==> config.mk <==
export PLATFORM = sky130hd
export DESIGN_NAME = tilt_deadzone_average_hold_top
export DESIGN_NICKNAME = d
export VERILOG_FILES = /design/src/hw/rtl/tdah_pkg.sv /design/src/hw/rtl/tilt_deadzone_average_hold_top.sv /design/src/hw/rtl/tdah_ram.sv
export SDC_FILE = /design/constraint.sdc
export NUM_CORES = 1
export LEC_CHECK = 0
export BUFFER_PORTS_ARGS = -buffer_cell sky130_fd_sc_hd__buf_2
export CAP_MARGIN = 40
export CORE_MARGIN = 2
export CORE_UTILIZATION = 55
export DETAILED_ROUTE_END_ITERATION = 7
export PLACE_DENSITY = 0.73
export SLEW_MARGIN = 10
export SYNTH_ARGS = -nofsm -noshare
export SYNTH_HDL_FRONTEND = slang
export SYNTH_SLANG_ARGS = --single-unit
==> constraint.sdc <==
create_clock -name clk -period 26.4 [get_ports clk]
set_input_delay 3.96 -clock clk [delete_from_list [all_inputs] [get_ports clk]]
set_output_delay 3.96 -clock clk [all_outputs]
set_load 0.005 [all_outputs]
==> src/hw/rtl/tdah_pkg.sv <==
// Shared types and constants for the tilt dead-zone / average / hold block.
// No dependencies.
`timescale 1ns / 1ps

package tdah_pkg;

    localparam int AXIS_W     = 17;
    localparam int AXIS_LIMIT = 46080;
    localparam int CFG_W      = 16;
    localparam int CFG_IDX_W  = 1;
    localparam int TDATA_W    = 56;

    localparam logic [CFG_W-1:0] DEAD_ZONE_RST = 16'd256;
    localparam logic [CFG_W-1:0] HOLD_THR_RST  = 16'd1280;

    typedef logic signed [AXIS_W-1:0] axis_t;

    typedef enum logic [CFG_IDX_W-1:0] {
        REG_DEAD_ZONE      = 1'b0,
        REG_HOLD_THRESHOLD = 1'b1
    } cfg_idx_t;

    function automatic axis_t sat_axis(input axis_t x);
        axis_t lim;
        lim = AXIS_W'(AXIS_LIMIT);
        if (x > lim)
        begin
            return lim;
        end
        if (x < -lim)
        begin
            return -lim;
        end
        return x;
    endfunction

endpackage

==> src/hw/rtl/tilt_deadzone_average_hold_top.sv <==
// Top level of the tilt dead-zone / moving-average / hold block.
// Depends on tdah_pkg and tdah_ram.
`timescale 1ns / 1ps

// One tilt sample per request, one smoothed result per request, one request per
// cycle sustained while the output is not stalled. The window lives in a RAM
// with a registered read port whose read address is prefetched from the write
// pointer, and the averaging multiply and the hold compare on the registered
// per-axis running sums sit in combinational logic ahead of the output register.
// Input ready follows output ready through that register only. The window is
// cleared at reset by per-entry valid bits, so no clearing pass is needed and
// samples are taken right after reset. Averages truncate toward zero. The user must
// write dead_zone and hold_threshold only while the block is idle; the block does not enforce it.
module tilt_deadzone_average_hold_top
    import tdah_pkg::*;
#(
    parameter int WINDOW = 1
) (
    input  logic                 clk,
    input  logic                 rst_n,
    input  logic                 cfg_we,
    input  logic [CFG_IDX_W-1:0] cfg_index,
    input  logic [CFG_W-1:0]     cfg_wdata,
    input  logic                 s_axis_tvalid,
    output logic                 s_axis_tready,
    input  logic [TDATA_W-1:0]   s_axis_tdata,   // raw_axis_a, raw_axis_b, raw_axis_c, zero pad
    input  logic                 s_axis_tuser,   // sample_valid
    output logic                 m_axis_tvalid,
    input  logic                 m_axis_tready,
    output logic [TDATA_W-1:0]   m_axis_tdata,   // out_roll, out_pitch, out_yaw, zero pad
    output logic                 m_axis_tuser    // held
);

    localparam int PW      = (WINDOW > 1) ? $clog2(WINDOW) : 1;
    localparam int SUM_W   = AXIS_W + $clog2(WINDOW);
    localparam int MAG_W   = SUM_W - 1;
    localparam int SHIFT   = MAG_W + $clog2(WINDOW);
    localparam int RCP_W   = MAG_W + 1;
    localparam int PROD_W  = MAG_W + RCP_W;
    localparam int ENTRY_W = 3 * AXIS_W;
    localparam longint unsigned RECIP =
        ((64'd1 << SHIFT) + longint'(WINDOW) - 64'd1) / longint'(WINDOW);
    localparam longint SUM_LIM = longint'(WINDOW) * AXIS_LIMIT;

    typedef logic signed [SUM_W-1:0] sum_t;
    typedef logic signed [AXIS_W:0]  wide_t;

    localparam logic [RCP_W-1:0] RCP     = RCP_W'(RECIP);
    localparam sum_t             SUM_MAX = SUM_W'(SUM_LIM);

    logic [CFG_W-1:0]   dz_reg;
    logic [CFG_W-1:0]   thr_reg;
    sum_t               sum_reg [3];
    sum_t               sum_next [3];
    axis_t              last_reg [3];
    axis_t              out_reg [3];
    logic               held_reg;
    logic               m_valid_reg;
    logic [PW-1:0]      pos_reg;
    logic [PW-1:0]      pos_inc;
    logic [WINDOW-1:0]  vld_reg;
    logic               byp_reg;
    logic [ENTRY_W-1:0] byp_data_reg;

    logic               accept;
    logic [PW-1:0]      rd_addr;
    logic [ENTRY_W-1:0] rd_data;
    logic [ENTRY_W-1:0] wr_data;

    logic               neg [3];
    logic [MAG_W-1:0]   mag [3];
    logic [PROD_W-1:0]  prod [3];
    axis_t              quot [3];
    axis_t              avg [3];
    wide_t              diff [3];
    wide_t              adiff [3];
    logic [2:0]         far;
    logic               hold;
    axis_t              res [3];
    axis_t              raw [3];
    axis_t              sat [3];
    logic [2:0]         dead;
    wide_t              dz_w;
    axis_t              smp [3];
    axis_t              old [3];

    assign accept        = s_axis_tvalid && s_axis_tready;
    assign s_axis_tready = !m_valid_reg || m_axis_tready;
    assign pos_inc       = (pos_reg == PW'(WINDOW - 1)) ? '0 : pos_reg + 1'b1;
    assign rd_addr       = accept ? pos_inc : pos_reg;
    assign dz_w          = wide_t'({2'b00, dz_reg});
    assign wr_data       = {smp[2], smp[1], smp[0]};

    tdah_ram #(
        .WIDTH (ENTRY_W),
        .DEPTH (WINDOW)
    ) u_window (
        .clk   (clk),
        .we    (accept),
        .waddr (pos_reg),
        .wdata (wr_data),
        .raddr (rd_addr),
        .rdata (rd_data)
    );

    always_comb
    begin
        for (int k = 0; k < 3; k++)
        begin
            neg[k]   = sum_reg[k][SUM_W-1];
            mag[k]   = MAG_W'(neg[k] ? -sum_reg[k] : sum_reg[k]);
            prod[k]  = PROD_W'(mag[k]) * PROD_W'(RCP);
            quot[k]  = AXIS_W'(prod[k] >> SHIFT);
            avg[k]   = neg[k] ? -quot[k] : quot[k];
            diff[k]  = wide_t'(avg[k]) - wide_t'(last_reg[k]);
            adiff[k] = diff[k][AXIS_W] ? -diff[k] : diff[k];
            far[k]   = adiff[k] >= wide_t'({2'b00, thr_reg});
        end
        hold = ~|far;
        for (int k = 0; k < 3; k++)
        begin
            res[k]  = hold ? last_reg[k] : avg[k];
            raw[k]  = s_axis_tdata[k*AXIS_W +: AXIS_W];
            sat[k]  = sat_axis(raw[k]);
            dead[k] = (wide_t'(sat[k]) < dz_w) && (wide_t'(sat[k]) > -dz_w);
        end
        if (!s_axis_tuser)
        begin
            for (int k = 0; k < 3; k++)
            begin
                smp[k] = res[k];
            end
        end
        else if (|dead)
        begin
            for (int k = 0; k < 3; k++)
            begin
                smp[k] = '0;
            end
        end
        else
        begin
            smp[0] = -sat[0];
            smp[1] = sat[1];
            smp[2] = sat[2];
        end
        for (int k = 0; k < 3; k++)
        begin
            if (byp_reg)
            begin
                old[k] = byp_data_reg[k*AXIS_W +: AXIS_W];
            end
            else if (vld_reg[pos_reg])
            begin
                old[k] = rd_data[k*AXIS_W +: AXIS_W];
            end
            else
            begin
                old[k] = '0;
            end
            sum_next[k] = sum_reg[k] - SUM_W'(old[k]) + SUM_W'(smp[k]);
        end
    end

    always_ff @(posedge clk or negedge rst_n)
    begin
        if (!rst_n)
        begin
            dz_reg      <= DEAD_ZONE_RST;
            thr_reg     <= HOLD_THR_RST;
            pos_reg     <= '0;
            vld_reg     <= '0;
            byp_reg     <= 1'b0;
            m_valid_reg <= 1'b0;
            for (int k = 0; k < 3; k++)
            begin
                sum_reg[k]  <= '0;
                last_reg[k] <= '0;
            end
        end
        else
        begin
            if (cfg_we)
            begin
                unique case (cfg_idx_t'(cfg_index))
                    REG_DEAD_ZONE:      dz_reg  <= cfg_wdata;
                    REG_HOLD_THRESHOLD: thr_reg <= cfg_wdata;
                endcase
            end
            byp_reg <= accept && (pos_reg == rd_addr);
            if (accept)
            begin
                pos_reg          <= pos_inc;
                vld_reg[pos_reg] <= 1'b1;
                m_valid_reg      <= 1'b1;
                for (int k = 0; k < 3; k++)
                begin
                    sum_reg[k]  <= sum_next[k];
                    last_reg[k] <= res[k];
                end
            end
            else if (m_axis_tready)
            begin
                m_valid_reg <= 1'b0;
            end
        end
    end

    always_ff @(posedge clk)
    begin
        byp_data_reg <= wr_data;
        if (accept)
        begin
            held_reg <= hold;
            for (int k = 0; k < 3; k++)
            begin
                out_reg[k] <= res[k];
            end
        end
    end

    assign m_axis_tvalid = m_valid_reg;
    assign m_axis_tuser  = held_reg;
    assign m_axis_tdata  = {(TDATA_W - ENTRY_W)'(0), out_reg[2], out_reg[1], out_reg[0]};

    a_pos_range: assert property (@(posedge clk) disable iff (!rst_n)
        pos_reg <= PW'(WINDOW - 1))
        else $error("window pointer out of range");

    a_result_follows: assert property (@(posedge clk) disable iff (!rst_n)
        accept |=> m_axis_tvalid)
        else $error("accepted sample produced no result");

    a_hold_repeats: assert property (@(posedge clk) disable iff (!rst_n)
        (accept && hold) |=> (out_reg[0] == $past(last_reg[0])
                              && out_reg[1] == $past(last_reg[1])
                              && out_reg[2] == $past(last_reg[2])
                              && m_axis_tuser))
        else $error("held result differs from previous output");

    a_sum_bound: assert property (@(posedge clk) disable iff (!rst_n)
        (sum_reg[0] <= SUM_MAX) && (sum_reg[0] >= -SUM_MAX))
        else $error("roll running sum out of range");

endmodule

==> src/hw/rtl/tdah_ram.sv <==
// Generic simple dual-port RAM, one write port, one registered read port.
// No dependencies.
`timescale 1ns / 1ps

module tdah_ram #(
    parameter int WIDTH = 51,
    parameter int DEPTH = 1,
    localparam int AW = (DEPTH > 1) ? $clog2(DEPTH) : 1
) (
    input  logic             clk,
    input  logic             we,
    input  logic [AW-1:0]    waddr,
    input  logic [WIDTH-1:0] wdata,
    input  logic [AW-1:0]    raddr,
    output logic [WIDTH-1:0] rdata
);

    logic [WIDTH-1:0] mem [DEPTH];

    always_ff @(posedge clk)
    begin
        if (we)
        begin
            mem[waddr] <= wdata;
        end
        rdata <= mem[raddr];
    end

endmodule

* Yosys cells after proc, flatten, opt, wreduce, memory -nomap -nowiden
Memory sizes are Yosys's and may differ from the RTL's. A register that Yosys moved wholly into a read port is not among the register bits. Cells that the tools add are included.
Storage, ports and cells: input bits 79, memory bits (writable) 102, register bits 190, memories 2, latch bits 0, bits in read-only memories 0, output and inout port bits 59, logic and storage cells 120
Memory list:
- out_reg | depth 3, bits a word 17, read ports 3, clocked after memory_dff 0, wr ports 3, line tilt_deadzone_average_hold_top.sv:56 | axis_t out_reg [3];
- u_window.mem | depth 1, bits a word 51, read ports 1, clocked after memory_dff 1, wr ports 1, line tdah_ram.sv:18 | logic [WIDTH-1:0] mem [DEPTH];
Operators by class: div/mod/pow operators 0, shift-type cells 0, muxes and demuxes 49, bitwise operators 2, $add $sub $neg 21, reduce and logical (&&, ||, !) cells 14, multipliers 0, equal/unequal tests 1, magnitude comparators 17
Operators by type and width (count):
- $mux W17 | 24
- $mux W51 | 2
- $ge A18 B17 Y1 | 3
- $gt A17 B18 Y1 | 3
- $mux W18 | 3
- $neg A18 Y18 | 3
- $sub A17 B17 Y18 | 3
- $add A17 B17 Y17 | 3
- $gt A17 B17 Y1 const B | 3
- $lt A17 B17 Y1 | 3
- $lt A17 B17 Y1 const B | 3
- $neg A16 Y17 | 3
- $sub A17 B17 Y17 | 3
- $mux W16 | 3
- $neg A16 Y16 | 3
- $neg A16 Y18 | 1
- $mux W1 | 17
- $neg A17 Y17 | 1
- $logic_and A1 B1 Y1 | 6
- $reduce_or A3 Y1 | 2
- $reduce_and A2 Y1 | 2
- $logic_not A1 Y1 | 2
- $reduce_bool A2 Y1 | 1
- $add A1 B1 Y1 const B | 1
- 6 further kinds | 6

* Depth between registers and ports, before layout
word-level depth 12, depth in mapped cells 56, depth with buffers taken out 51

* Cells and area by module
Synthesis repeated with hierarchy kept, for this count alone.
Unflattened totals: cell total of the unflattened synthesis 2910, area, all modules 25877.3 um^2
Modules (own cells, without submodules):
- tilt_deadzone_average_hold_top | sequential area each 6039.5 um^2, area an instance 23324.9 um^2, instances 1, cells an instance 2808
- tdah_ram | sequential area each 2552.4 um^2, area an instance 2552.4 um^2, instances 1, cells an instance 102

* Worst setup path after synthesis
Ideal clock, no wire load.
path kind in2reg, start point input port s_axis_tdata[2], end point register sum_reg, in the netlist neg[2], path slack 15.394 ns, buffers on the path 3, cell stages on the path 38, library setup time 0.150 ns, arrival 10.856 ns, cell sequence nor4_1 a31oi_1 o211ai_1 a21oi_1 nor2_1 clkbuf_1 nand2_1 inv_1 ha_1 a21oi_1 o221ai_1 a21oi_1 o21ai_0 a221oi_1 o21ai_0 o211ai_1 o22ai_1 nor2_1 [... 2 more ...] nand2_1 o21a_1 fa_1 inv_1 fa_1 a21o_1 a21oi_1 o21bai_1 a21oi_1 o21bai_1 nand4_1 a31oi_1 a211o_1 a21oi_1 xnor2_1 or3_1 a31oi_1 a41oi_1
Between the ends: word-level cells in the longest chain between the ends 11
Ends and longest elaborated chain:
- start, declared | line tilt_deadzone_average_hold_top.sv:26 | input logic [TDATA_W-1:0] s_axis_tdata,
- $lt A17 B17 Y1 | line tdah_pkg.sv:30 | if (x < -lim)
- $mux W1 (2 in a row) | line tdah_pkg.sv:30
- $mux W17 | line tdah_pkg.sv:34 | return x;
- $mux W17 (*) | line tdah_pkg.sv:30
- $gt A17 B18 Y1 / $lt A17 B17 Y1 (equally long branches) | line tilt_deadzone_average_hold_top.sv:125 | dead[k] = (wide_t'(sat[k]) < dz_w) && (wide_t'(sat[k]) > -dz_w);
- $logic_and A1 B1 Y1 | line tilt_deadzone_average_hold_top.sv:125
- $reduce_or A3 Y1 | line tilt_deadzone_average_hold_top.sv:134 | else if (|dead)
- $mux W51 (*) | line tilt_deadzone_average_hold_top.sv:134
- $mux W51 (*) | line tilt_deadzone_average_hold_top.sv:127 | if (!s_axis_tuser)
- $add A17 B17 Y17 (*) | line tilt_deadzone_average_hold_top.sv:161 | sum_next[k] = sum_reg[k] - SUM_W'(old[k]) + SUM_W'(smp[k]);
- end signal, assigned by index | line tilt_deadzone_average_hold_top.sv:198 | sum_reg[k] <= sum_next[k];
- end, declared | line tilt_deadzone_average_hold_top.sv:53 | sum_t sum_reg [3];
Every way passes the cells marked *; elsewhere a longest branch is shown, timed or not. The select of a mux whose other input is x is not followed. A chain may end at the register's enable or synchronous reset.

==> results.json <==
{
  "status": "finished, final reports clean",
  "crit_top_cell": "a21oi_1",
  "setup_viol": 0,
  "cts-buffers-inserted": 41,
  "fp.dieW_um": 221,
  "globalRouteTotalUtil_pct": 29.7,
  "clk_latency_ns": 0.56,
  "max_slew_margin_pct": 38.0,
  "crit_required_ns": 26.79,
  "drc": 0,
  "syn_inst": 2893,
  "slowest_delay_ns": 0.66,
  "ios": 138,
  "synth_top_family_by_area": "compound AO/OA/AOI/OAI gates",
  "yosysSeqAreaShare_pct": 33.1,
  "worst_slew_pin_slew_ns": 0.920,
  "critical_path_class": "flop to flop",
  "synth_simple_gate_area_share_pct": 14.9,
  "synth_compound_area_share_pct": 18.6,
  "hold_viol_final": 0,
  "synth_fa_ha_area_share_pct": 16.5,
  "synth_area_leaders": "dfrtp_1 13%, ha_1 13%, edfxtp_1 12%",
  "postCtsResizedCells": 0,
  "cts_tree": "built",
  "drv_cap": 0,
  "placed_cells": 3533,
  "synthMuxAreaShare_pct": 2.80,
  "dieArea_mm2": 0.0489,
  "drive_gt1_share_pct": 9.53,
  "grt_pass1_wl_um": 116000,
  "clkSinkCount": 343,
  "routabilityCongestion": 0.969,
  "n_antenna_cell": 0,
  "antenna_left": 0,
  "synth_top_area_cell": "dfrtp_1",
  "period_minus_slack_ns": 12.99,
  "synth_area_mm2": 0.0260,
  "rows": 79,
  "io_buffers": 127,
  "area_growth_pct": 9.78,
  "ys_seq_elements": 343,
  "min_period_over_period_pct": 49.2,
  "synth_xor_area_share_pct": 7.73,
  "ys_async_sr_fraction_pct": 40.2,
  "clk_path_buf_depth": 3,
  "yosysWarnings": 0,
  "overflow": 0,
  "arrival_ns": 13.38,
  "start_kind": "flop",
  "first_pass_iters": 5,
  "antenna_found_initial": 0,
  "clkSlewWorstSetupHoldPaths_ns": 0.06,
  "yosysTopAreaCellShare_pct": 13.0,
  "layout.nets": 3360,
  "clockRootBuffer": "clkbuf_16",
  "grt_max_degree": 99,
  "skew_ns": 0.0167,
  "min_path_type": "flop to flop",
  "core-area_mm2": 0.0466,
  "grt_pass1_vias": 21000,
  "ys.flop_type": "dfrtp_1",
  "hpwl_um": 56700,
  "crit_slowest_cell": "and2_4",
  "via_count": 21600,
  "htree_levels": 2,
  "grt_setup_unrepaired": "no",
  "start_util_pct": 55.7,
  "post-cts-setup-buffer-count": 0,
  "vias_per_cell": 5.99,
  "timing.fmax_ghz": 0.0770,
  "synth-edff-count": 103,
  "wirelength_um": 73700,
  "stdcell_count": 3608,
  "drt_iter0_drc": 1733,
  "wl_per_cell_um": 20.4,
  "path_max_fanout": 42,
  "syn_area_per_cell_um2": 8.97,
  "timing.setup.tns_ns": 0,
  "die_y_um": 221,
  "cp-end-kind": "flop",
  "ctsHoldBuffers": 0,
  "ys_types": 89,
  "maxSlewViolCount": 0,
  "holdWs_ns": 0.334
}
cells in the mapped netlist (37+ instances only):
library cell / n
xor2_1: 72
o21a_1: 55
o21ai_0: 213
dfxtp_1: 102
ha_1: 261
and2_1: 40
edfxtp_1: 103
clkbuf_1: 97
nor2_1: 119
nand4_1: 37
mux2i_1: 40
nand2_1: 283
dfrtp_1: 135
a21oi_1: 150
xnor2_1: 157
nand3_1: 51
nor3_1: 54
a21o_1: 58
inv_1: 299
fa_1: 51
per-layer routing:
layer / global-route usage (%) / vias to the layer above / share of wire [%]
met5: 0 / - / 0
met4: 12.5 / 0 / 4.3
met3: 3.86 / 137 / 5.6
met2: 50.0 / 626 / 47
met1: 38.6 / 10500 / 43
li1: - / 10400 / -
kinds of logic after synthesis:
kind of cell / after synthesis
simple gates: 779
compound gates: 742
buf+inv: 418
flops: 343
fa+ha+maj: 312
xor+xnor: 229
mux: 69
other cells: 1
stage by stage:
stage	cell area (um2)	setup WS (ns)	util [%]
after floorplan	26000	15.39	-
after global placement	27000	13.58	58.0
after detailed placement	27000	13.46	58.0
after CTS	28500	13.49	61.2
after global routing	28500	12.44	61.2
final	28500	13.41	61.2
critical path, delay by kind of cell (launching register included):
kind	cells	cell delay [ns]
flops	1	0.43
fa+ha+maj	5	1.87
mux	1	0.56
xor+xnor	4	0.73
simple gates	8	2.08
compound gates	27	6.09
buf+inv	4	1.04
worst paths after layout:
kind / start / endpoint / slack (ns) / cells past startpoint
min in group asynchronous: rst_n / dz_reg[3]$_DFFE_PN0P_ / 3.36 / 1
max in group asynchronous: rst_n / sum_reg[2]$_DFFE_PN0P_ / 21.30 / 3
worst min-delay path: u_window.mem[0][16]$_DFFE_PP_ / u_window.rdata[16]$_DFF_P_ / 0.33 / 0
worst max-delay path: sum_reg[0]$_DFFE_PN0P_ / sum_reg[49]$_DFFE_PN0P_ / 13.41 / 49
worst max register to register: sum_reg[0]$_DFFE_PN0P_ / sum_reg[49]$_DFFE_PN0P_ / 13.41 / 49
worst min register to register: u_window.mem[0][16]$_DFFE_PP_ / u_window.rdata[16]$_DFF_P_ / 0.33 / 0
layout by cell type (no fill, tap or decap), types with 55 or more instances in the layout:
cell type	instances
xor2_1	72
xnor2_1	157
inv_1	299
a21o_1	58
nor2_1	118
dfxtp_1	102
edfxtp_1	103
nand2_1	282
o21a_1	55
ha_1	261
o21ai_0	213
a21oi_1	150
dfrtp_1	134
buf_2	126
cell type report:
type                       instances  area (um2)
fill                            4001       18100
multi-input combinational       2136       15700
sequential                       343        8590
inverter                         301        1130
clock buffer                      46        1050
timing repair buffer             146         792
tap                              607         759
clock inverter                    29         415
Power is left out: the tool's default activity adds up to more than one toggle a clock period on the data nets, which glitch-free logic cannot reach.
